--- config.mk ---
export PLATFORM = sky130hd
export DESIGN_NAME = fqp_ctrl
export DESIGN_NICKNAME = d
export VERILOG_FILES = /design/src/sv/fqp_pkg.sv /design/src/sv/fqp_ctrl.sv
export SDC_FILE = /design/constraint.sdc
export NUM_CORES = 1
export LEC_CHECK = 0
export BUFFER_PORTS_ARGS = -buffer_cell sky130_fd_sc_hd__buf_4
export CAP_MARGIN = 20
export CORE_MARGIN = 5
export CORE_UTILIZATION = 54
export DETAILED_ROUTE_END_ITERATION = 8
export GPL_TIMING_DRIVEN = 0
export PLACE_DENSITY = 0.86
export SYNTH_ARGS = -nofsm -noshare
export SYNTH_HDL_FRONTEND = slang
export SYNTH_SLANG_ARGS = --single-unit
--- constraint.sdc ---
create_clock -name clk -period 3.9 [get_ports clk]
set_input_delay 0.39 -clock clk [delete_from_list [all_inputs] [get_ports clk]]
set_output_delay 0.39 -clock clk [all_outputs]
set_load 0.01 [all_outputs]
--- src/sv/fqp_pkg.sv ---
`timescale 1ns / 1ps
// Shared types and codes of the FASTQ sequence/quality pair parser.
// No dependencies; fqp_ctrl and the top level import this package.
package fqp_pkg;

    localparam logic [7:0] CH_AT   = 8'd64;
    localparam logic [7:0] CH_PLUS = 8'd43;
    localparam logic [7:0] CH_NL   = 8'd10;
    localparam logic [7:0] CH_N    = 8'd78;

    // Parser phases
    localparam logic [2:0] PH_SEEK      = 3'd0;
    localparam logic [2:0] PH_SKIP_HDR  = 3'd1;
    localparam logic [2:0] PH_SEQ       = 3'd2;
    localparam logic [2:0] PH_SKIP_PLUS = 3'd3;
    localparam logic [2:0] PH_QUAL      = 3'd4;
    localparam logic [2:0] PH_ERROR     = 3'd5;
    localparam logic [2:0] PH_DONE      = 3'd6;

    // Result kinds
    localparam logic [1:0] KIND_SEP   = 2'd0;
    localparam logic [1:0] KIND_PAIR  = 2'd1;
    localparam logic [1:0] KIND_ERROR = 2'd2;
    localparam logic [1:0] KIND_END   = 2'd3;

    // Error codes
    localparam logic [2:0] ERR_NONE      = 3'd0;
    localparam logic [2:0] ERR_EXPECT_AT = 3'd1;
    localparam logic [2:0] ERR_TRUNC     = 3'd2;
    localparam logic [2:0] ERR_SHORT_QUAL = 3'd3;
    localparam logic [2:0] ERR_TOO_LONG  = 3'd4;

    typedef struct packed {
        logic [7:0] in_byte;
        logic       end_of_input;
    } in_word_t;

    typedef struct packed {
        logic [1:0] kind;
        logic [7:0] base_char;
        logic [7:0] qual_char;
        logic       record_last;
        logic [2:0] error_code;
    } out_word_t;

    // One parse step as handed from the controller to the output pipeline
    typedef struct packed {
        logic      has_result;
        logic      base_from_ram;
        out_word_t word;
    } step_t;

endpackage

--- src/sv/fqp_ctrl.sv ---
`timescale 1ns / 1ps
// Parse state machine: phase, previous byte, read length and quality index.
// Depends on fqp_pkg; drives the write and read ports of the sequence store.
module fqp_ctrl #(
    parameter int MAX_READ_LEN = 1024,
    parameter int AW = 10
) (
    input  logic             clk,
    input  logic             rst_n,
    input  logic             accept,
    input  fqp_pkg::in_word_t in_word,
    output fqp_pkg::step_t   step,
    output logic             ram_we,
    output logic [AW-1:0]    ram_waddr,
    output logic [7:0]       ram_wdata,
    output logic             ram_re,
    output logic [AW-1:0]    ram_raddr,
    output logic [2:0]       phase
);
    import fqp_pkg::*;

    localparam int LW = $clog2(MAX_READ_LEN + 1);
    localparam logic [LW-1:0] MAX_LEN = LW'(MAX_READ_LEN);

    logic [2:0]    phase_reg, phase_next;
    logic [7:0]    prev_reg, prev_next;
    logic [LW-1:0] len_reg, len_next;
    logic [LW-1:0] qidx_reg, qidx_next;
    logic [LW-1:0] qidx_inc;
    logic          line_start;
    logic [7:0]    c;

    assign c          = in_word.in_byte;
    assign line_start = (prev_reg == CH_NL);
    assign qidx_inc   = qidx_reg + LW'(1);

    always_comb
    begin
        phase_next = phase_reg;
        prev_next  = prev_reg;
        len_next   = len_reg;
        qidx_next  = qidx_reg;
        step       = '0;
        ram_we     = 1'b0;
        ram_re     = 1'b0;
        ram_waddr  = len_reg[AW-1:0];
        ram_wdata  = c;
        ram_raddr  = qidx_reg[AW-1:0];

        if (accept && phase_reg != PH_ERROR && phase_reg != PH_DONE)
        begin
            if (in_word.end_of_input)
            begin
                step.has_result = 1'b1;
                if (phase_reg == PH_SEEK ||
                    (phase_reg == PH_SKIP_PLUS && len_reg == '0))
                begin
                    phase_next     = PH_DONE;
                    step.word.kind = KIND_END;
                end
                else
                begin
                    phase_next           = PH_ERROR;
                    step.word.kind       = KIND_ERROR;
                    step.word.error_code = ERR_TRUNC;
                end
            end
            else
            begin
                prev_next = c;
                unique case (phase_reg)
                    PH_SEEK:
                    begin
                        if (c != CH_NL)
                        begin
                            step.has_result = 1'b1;
                            if (c == CH_AT && line_start)
                            begin
                                phase_next          = PH_SKIP_HDR;
                                len_next            = '0;
                                qidx_next           = '0;
                                step.word.kind      = KIND_SEP;
                                step.word.base_char = CH_N;
                            end
                            else
                            begin
                                phase_next           = PH_ERROR;
                                step.word.kind       = KIND_ERROR;
                                step.word.error_code = ERR_EXPECT_AT;
                            end
                        end
                    end
                    PH_SKIP_HDR:
                    begin
                        if (c == CH_NL)
                        begin
                            phase_next = PH_SEQ;
                        end
                    end
                    PH_SEQ:
                    begin
                        if (c == CH_NL)
                        begin
                            // skip line breaks inside the sequence
                        end
                        else if (c == CH_PLUS && line_start)
                        begin
                            phase_next = PH_SKIP_PLUS;
                        end
                        else if (len_reg >= MAX_LEN)
                        begin
                            phase_next           = PH_ERROR;
                            step.has_result      = 1'b1;
                            step.word.kind       = KIND_ERROR;
                            step.word.error_code = ERR_TOO_LONG;
                        end
                        else
                        begin
                            ram_we   = 1'b1;
                            len_next = len_reg + LW'(1);
                        end
                    end
                    PH_SKIP_PLUS:
                    begin
                        if (c == CH_NL)
                        begin
                            phase_next = (len_reg == '0) ? PH_SEEK : PH_QUAL;
                        end
                    end
                    PH_QUAL:
                    begin
                        if (c == CH_NL)
                        begin
                            // skip line breaks inside the quality lines
                        end
                        else if (c == CH_AT && line_start)
                        begin
                            phase_next           = PH_ERROR;
                            step.has_result      = 1'b1;
                            step.word.kind       = KIND_ERROR;
                            step.word.error_code = ERR_SHORT_QUAL;
                        end
                        else
                        begin
                            // the index stays below the length here, so the
                            // entry was written for this record
                            ram_re               = 1'b1;
                            step.has_result      = 1'b1;
                            step.base_from_ram   = 1'b1;
                            step.word.kind       = KIND_PAIR;
                            step.word.qual_char  = c;
                            qidx_next            = qidx_inc;
                            if (qidx_inc >= len_reg)
                            begin
                                step.word.record_last = 1'b1;
                                phase_next            = PH_SEEK;
                                len_next              = '0;
                                qidx_next             = '0;
                            end
                        end
                    end
                    default:
                    begin
                        phase_next = PH_ERROR;
                    end
                endcase
            end
        end
    end

    always_ff @(posedge clk or negedge rst_n)
    begin
        if (!rst_n)
        begin
            phase_reg <= PH_SEEK;
            prev_reg  <= CH_NL;
            len_reg   <= '0;
            qidx_reg  <= '0;
        end
        else
        begin
            phase_reg <= phase_next;
            prev_reg  <= prev_next;
            len_reg   <= len_next;
            qidx_reg  <= qidx_next;
        end
    end

    assign phase = phase_reg;
endmodule

### Word level (Yosys, flattened, before mapping)

Cells that the tools add are included.

* register bits after elaboration: 33
* bits of input ports: 12
* word-level logic and storage cells: 122

* $add $sub $neg: 2
* $lt $le $gt $ge: 2
* equal/unequal tests: 26
* mux-type cells: 73
* bitwise logic cells: 1
* reductions and logical operators: 14

Operator list (number)
* 11-bit two-way mux: 11
* 3-bit two-way mux: 16
* 11-bit one-hot mux with 3 select lines: 1
* 24-bit two-way mux: 1
* 11-bit by 1-bit adder with 11-bit output, second input constant: 2
* 1-bit two-way mux: 22
* 11-bit one-hot mux with 2 select lines: 1
* 2-bit two-way mux: 9
* 9-bit two-way mux: 2
* 17-bit two-way mux: 1
* 8-bit by 4-bit == test with 1-bit output, second input constant: 2
* 3-bit != test, second input constant: 5
* 3-bit one-hot mux with 5 select lines: 1
* 12-bit two-way mux: 1
* 2-bit != test, second input constant: 6
* 11-bit greater-or-equal comparator: 1
* 11-bit greater-or-equal comparator, second input constant: 1
* 11-bit zero test: 1
* 11-bit AND reduction: 1
* 10-bit two-way mux: 1
* 3-bit one-hot mux with 3 select lines: 1
* 8-bit by 6-bit == test with 1-bit output, second input constant: 1
* 8-bit by 7-bit == test with 1-bit output, second input constant: 1
* 8-bit two-way mux: 1
* other kinds (20): 28

### Depth between registers and ports, before layout

* depth after elaboration: 8
* depth in mapped cells: 13
* mapped depth without buffers: 12

### Worst setup path before layout

Ideal clock, no wire load.

* kind: register to register
* start: register qidx_reg[0]
* end: register phase_reg[1], in the netlist phase[1]
* setup time: 125 ps
* arrival: 3074 ps
* data required time: 3775 ps
* path slack: 701 ps
* stages on the path, launching flop included: 13
* path buffers: 0
* clock period less this slack: 3199 ps
* path through: dfrtp_1 ha_1 nand3_1 nor2_1 and3_1 nand3_1 xnor2_1 ha_1 nand4_1 o31ai_1 nor3_1 a211o_1 mux2_4

* cells in the longest elaborated chain, start to end: 4

Ends and longest elaborated chain
* from (decl): RTL line fqp_ctrl.sv:28 `logic [LW-1:0] qidx_reg, qidx_next;`
* from (signal assigned): RTL line fqp_ctrl.sv:185 `qidx_reg <= qidx_next;`
* 11-bit by 1-bit adder with 11-bit output: RTL line fqp_ctrl.sv:35 `assign qidx_inc = qidx_reg + LW'(1);`
* 11-bit greater-or-equal comparator: RTL line fqp_ctrl.sv:153 `if (qidx_inc >= len_reg)`
* 4-bit != test (no line)
* 8-bit AND reduction (no line)
* to (signal assigned): RTL line fqp_ctrl.sv:182 `phase_reg <= phase_next;`
* to (decl): RTL line fqp_ctrl.sv:25 `logic [2:0] phase_reg, phase_next;`

No other way between the ends.
A chain may end at the register's enable or synchronous reset.

==> summary.md <==
| Metric | Value |
|---|---|
| Lkg Pwr | `0.001667 µW` |
| CTS buffer count | `5` |
| HP Class | `in2async` |
| Fillers | `408` |
| Drt pass-1 iters | `4` |
| Hold bufs inserted after CTS | `0` |
| Synthesized area per cell | `9.064 µm²` |
| Most common cell after layout, fill and taps aside | `buf_4` |
| Vias per inst | `5.707` |
| Die area | `6689 µm²` |
| Asr flop ratio synth | `100.0%` |
| Fin crit share | `93.19%` |
| Crit path DAT | `3.24 ns` |
| Sequential area share after synthesis | `29.77%` |
| Placed inst area | `3354 µm²` |
| Fmax | `275.1 MHz` |
| EDFF count, synth | `0` |
| CP cell instances | `ha_1 -> nand3_1 -> nor2_2 -> and3_1 -> nand3_1 -> xnor2_1 -> ha_1 -> nand4_1 -> o31ai_4 -> nor2_2 -> nor2_1 -> buf_4` |
| H-tree depth | `2` |
| Crit path from | `qidx_reg[0]$_DFFE_PN0P_` |
| Sequential share of power | `33.9%` |
| Final setup violation count | `0` |
| Core ar. | `5042 µm²` |
| Crit path required time | `3.51 ns` |
| Slew Limit Fails | `0` |
| Worst slack, placed | `0.1597 ns` |
| First-pass GRT wire length | `11310 µm` |
| Largest net degree at the start of global routing | `34` |
| Final Hold Fails | `0` |
| FP Rows | `26` |
| Most frequent cells in the layout | `buf_4 (100), dfrtp_1 (31), nor2_1 (21), a21oi_1 (19), inv_1 (17)` |
| Final Wtd Congestion | `0.8876` |
| Cell Area, Synth | `2783 µm²` |
| # Post-CTS Setup Buffers | `0` |
| CP max stage cell | `dfrtp_1` |
| Area occupied by multi-input gates | `1602 µm²` |
| Status | `finished, final reports clean` |
| Setup TNS | `0 ns` |
| Share of cells above drive strength 1 | `39.11%` |
| Critical path class | `reg2out` |
| Vias post-DR | `2574` |
| Starting Density | `55.19%` |
| Fin crit period | `3.634 ns` |
| Top Ports | `69` |
| Power per cell area | `438.4 nW/µm²` |
| Top_reg_cell synth | `dfrtp_1` |
| CP max FO | `7` |
| Sw Pwr | `546.9 µW` |
| Setup crit start kind | `flip-flop` |
| HPWL after DPL | `5280 µm` |
| Vias in the first global route | `2459` |
| DRT Wirelength | `6947 µm` |
| Cell Int Power | `990.6 µW` |
| Iteration-0 DRC Markers | `171` |
| Critical R2R Launch | `qidx_reg[0]$_DFFE_PN0P_` |
| Clock buffer depth | `2` |
| I/O Buffers | `63` |
| Nets | `406` |
| Die H | `81.79 µm` |
| Max_slew headroom | `54.35%` |
| Routed len/inst | `15.40 µm` |
| RSZ-0062 raised after global routing | `false` |
| CTS tree | `built` |
| Sw frac | `35.57%` |
| Clk sink count | `33` |
| MaxCap Viol Count | `0` |
| Combinational share of power | `40.9%` |
| Area growth from synthesis to layout | `26.03%` |
| R2r setup slk | `0.46 ns` |
| Root buffer cell | `clkbuf_8` |
| Drt drc | `0` |
| CP bufs+invs | `1` |
| Clock power share | `25.2%` |
| Antenna fix cells | `0` |
| Synth warn | `0` |
| Total Routing Usage GR | `21.51%` |
| Setup crit end kind | `primary output` |
| Reg clk slew, reported paths | `0.07 ns` |
| Max incr delay on CP | `0.46 ns` |
| Post-DRT Antenna Nets | `0` |
| Total grt overflow | `0` |
| Worst path top cell family by delay | `simple AND/OR/NAND/NOR gates` |
| Worst r2r path cells | `12` |
| Fin worst setup slack | `0.2656 ns` |
| Die X | `81.79 µm` |
| Worst vdd rail ir drop | `0.0003359 V` |
| Synth cell types | `63` |
| Skew-Pair Late Insertion Delay | `0.29 ns` |
| Flops & latches, synth | `33` |
| Clock skew | `0.002667 ns` |
| Critical Path Stages | `12` |
| Mapped Cells | `307` |
| Worst Max-Slew Pin Slew | `0.6785 ns` |
| Initial antenna violation count | `0` |
| Reg area | `828.3 µm²` |
| Post-route cell area | `3507 µm²` |
-- layout make-up --
cell class | instances | area share, %
repair buffers | 63 | 13.49
clock inverters | 3 | 1.855
plain buffers | 45 | 9.097
flip-flops and latches | 33 | 23.62
well taps | 70 | 2.497
multi-input cells | 215 | 45.67
clock buffers | 5 | 1.962
inverters | 17 | 1.819
-- cell families after synthesis --
logic type,count (synthesis),share of synthesized area (%)
xor gates and xnor gates,12,4.047
and+or+nand+nor,103,23.11
DFF,33,29.77
muxes,11,4.676
other,1,0.1348
buffers and inverters,62,13.76
AOI/OAI and AO/OA,71,18.21
adders and majority gates,14,6.295
-- power groups by stage --
stage	Sequential, µW	Combinational (µW)	Clock [µW]
2_1_floorplan	507	422	0
6_report	521	630	387
3_3_place_gp	519	586	0
5_1_grt	535	690	408
3_5_place_dp	525	605	0
4_1_cts	519	615	392
-- layer usage --
layer  global-route usage [%]  routed length [µm]  part of all wire (%)
met1                    26.51                2846                    41
met2                    37.08                3327                    48
met3                    4.386                 624                   9.0
met4                    7.641                 148                   2.1
met5                        0                   0                     0
-- metrics by stage --
step	hold WS, ns	util (%)	cells	total power (µW)
after floorplan	0.09441	-	310	929.9
after global placement	0.3557	66.53	443	1105
after detailed placement	0.3604	66.53	443	1130
after CTS	0.04703	69.28	451	1526
after global routing	0.06935	69.55	451	1633
final	0.03442	69.55	451	1538
-- cells in the mapped netlist, types with 4 or more instances --
library cell  number  area share, %
a21oi_1           19            3.4
a22o_1             5            1.6
a31oi_1           15            3.4
and2_1            10            2.2
and3_1             4           0.90
buf_4             37             10
dfrtp_1           31             28
ha_1              14            6.3
inv_1             17            2.3
mux2_2             8            3.2
nand2_1           11            1.5
nand2b_1           4           0.90
nand3_1           15            2.7
nand4_1            4           0.90
nor2_1            23            3.1
nor3_1             4           0.72
nor4_1             4           0.90
o21ai_0            8            1.4
xnor2_1            5            1.6
xor2_1             6            1.9
-- what timing repair did --
action                                  in CTS  in global routing
gates resized for setup                      1                  3
endpoints found under the setup margin       1                  7
pin swaps                                    0                  0
-- final timing paths --
check	end
max in group asynchronous	prev_reg[1]$_DFFE_PN1P_
setup reg to reg	len_reg[3]$_DFFE_PN0P_
hold reg to reg	prev_reg[0]$_DFFE_PN0P_
setup / recovery	step[3]
min in group clk	prev_reg[2]$_DFFE_PN0P_
hold / removal	len_reg[2]$_DFFE_PN0P_
(Power assumes the default switching activity.)
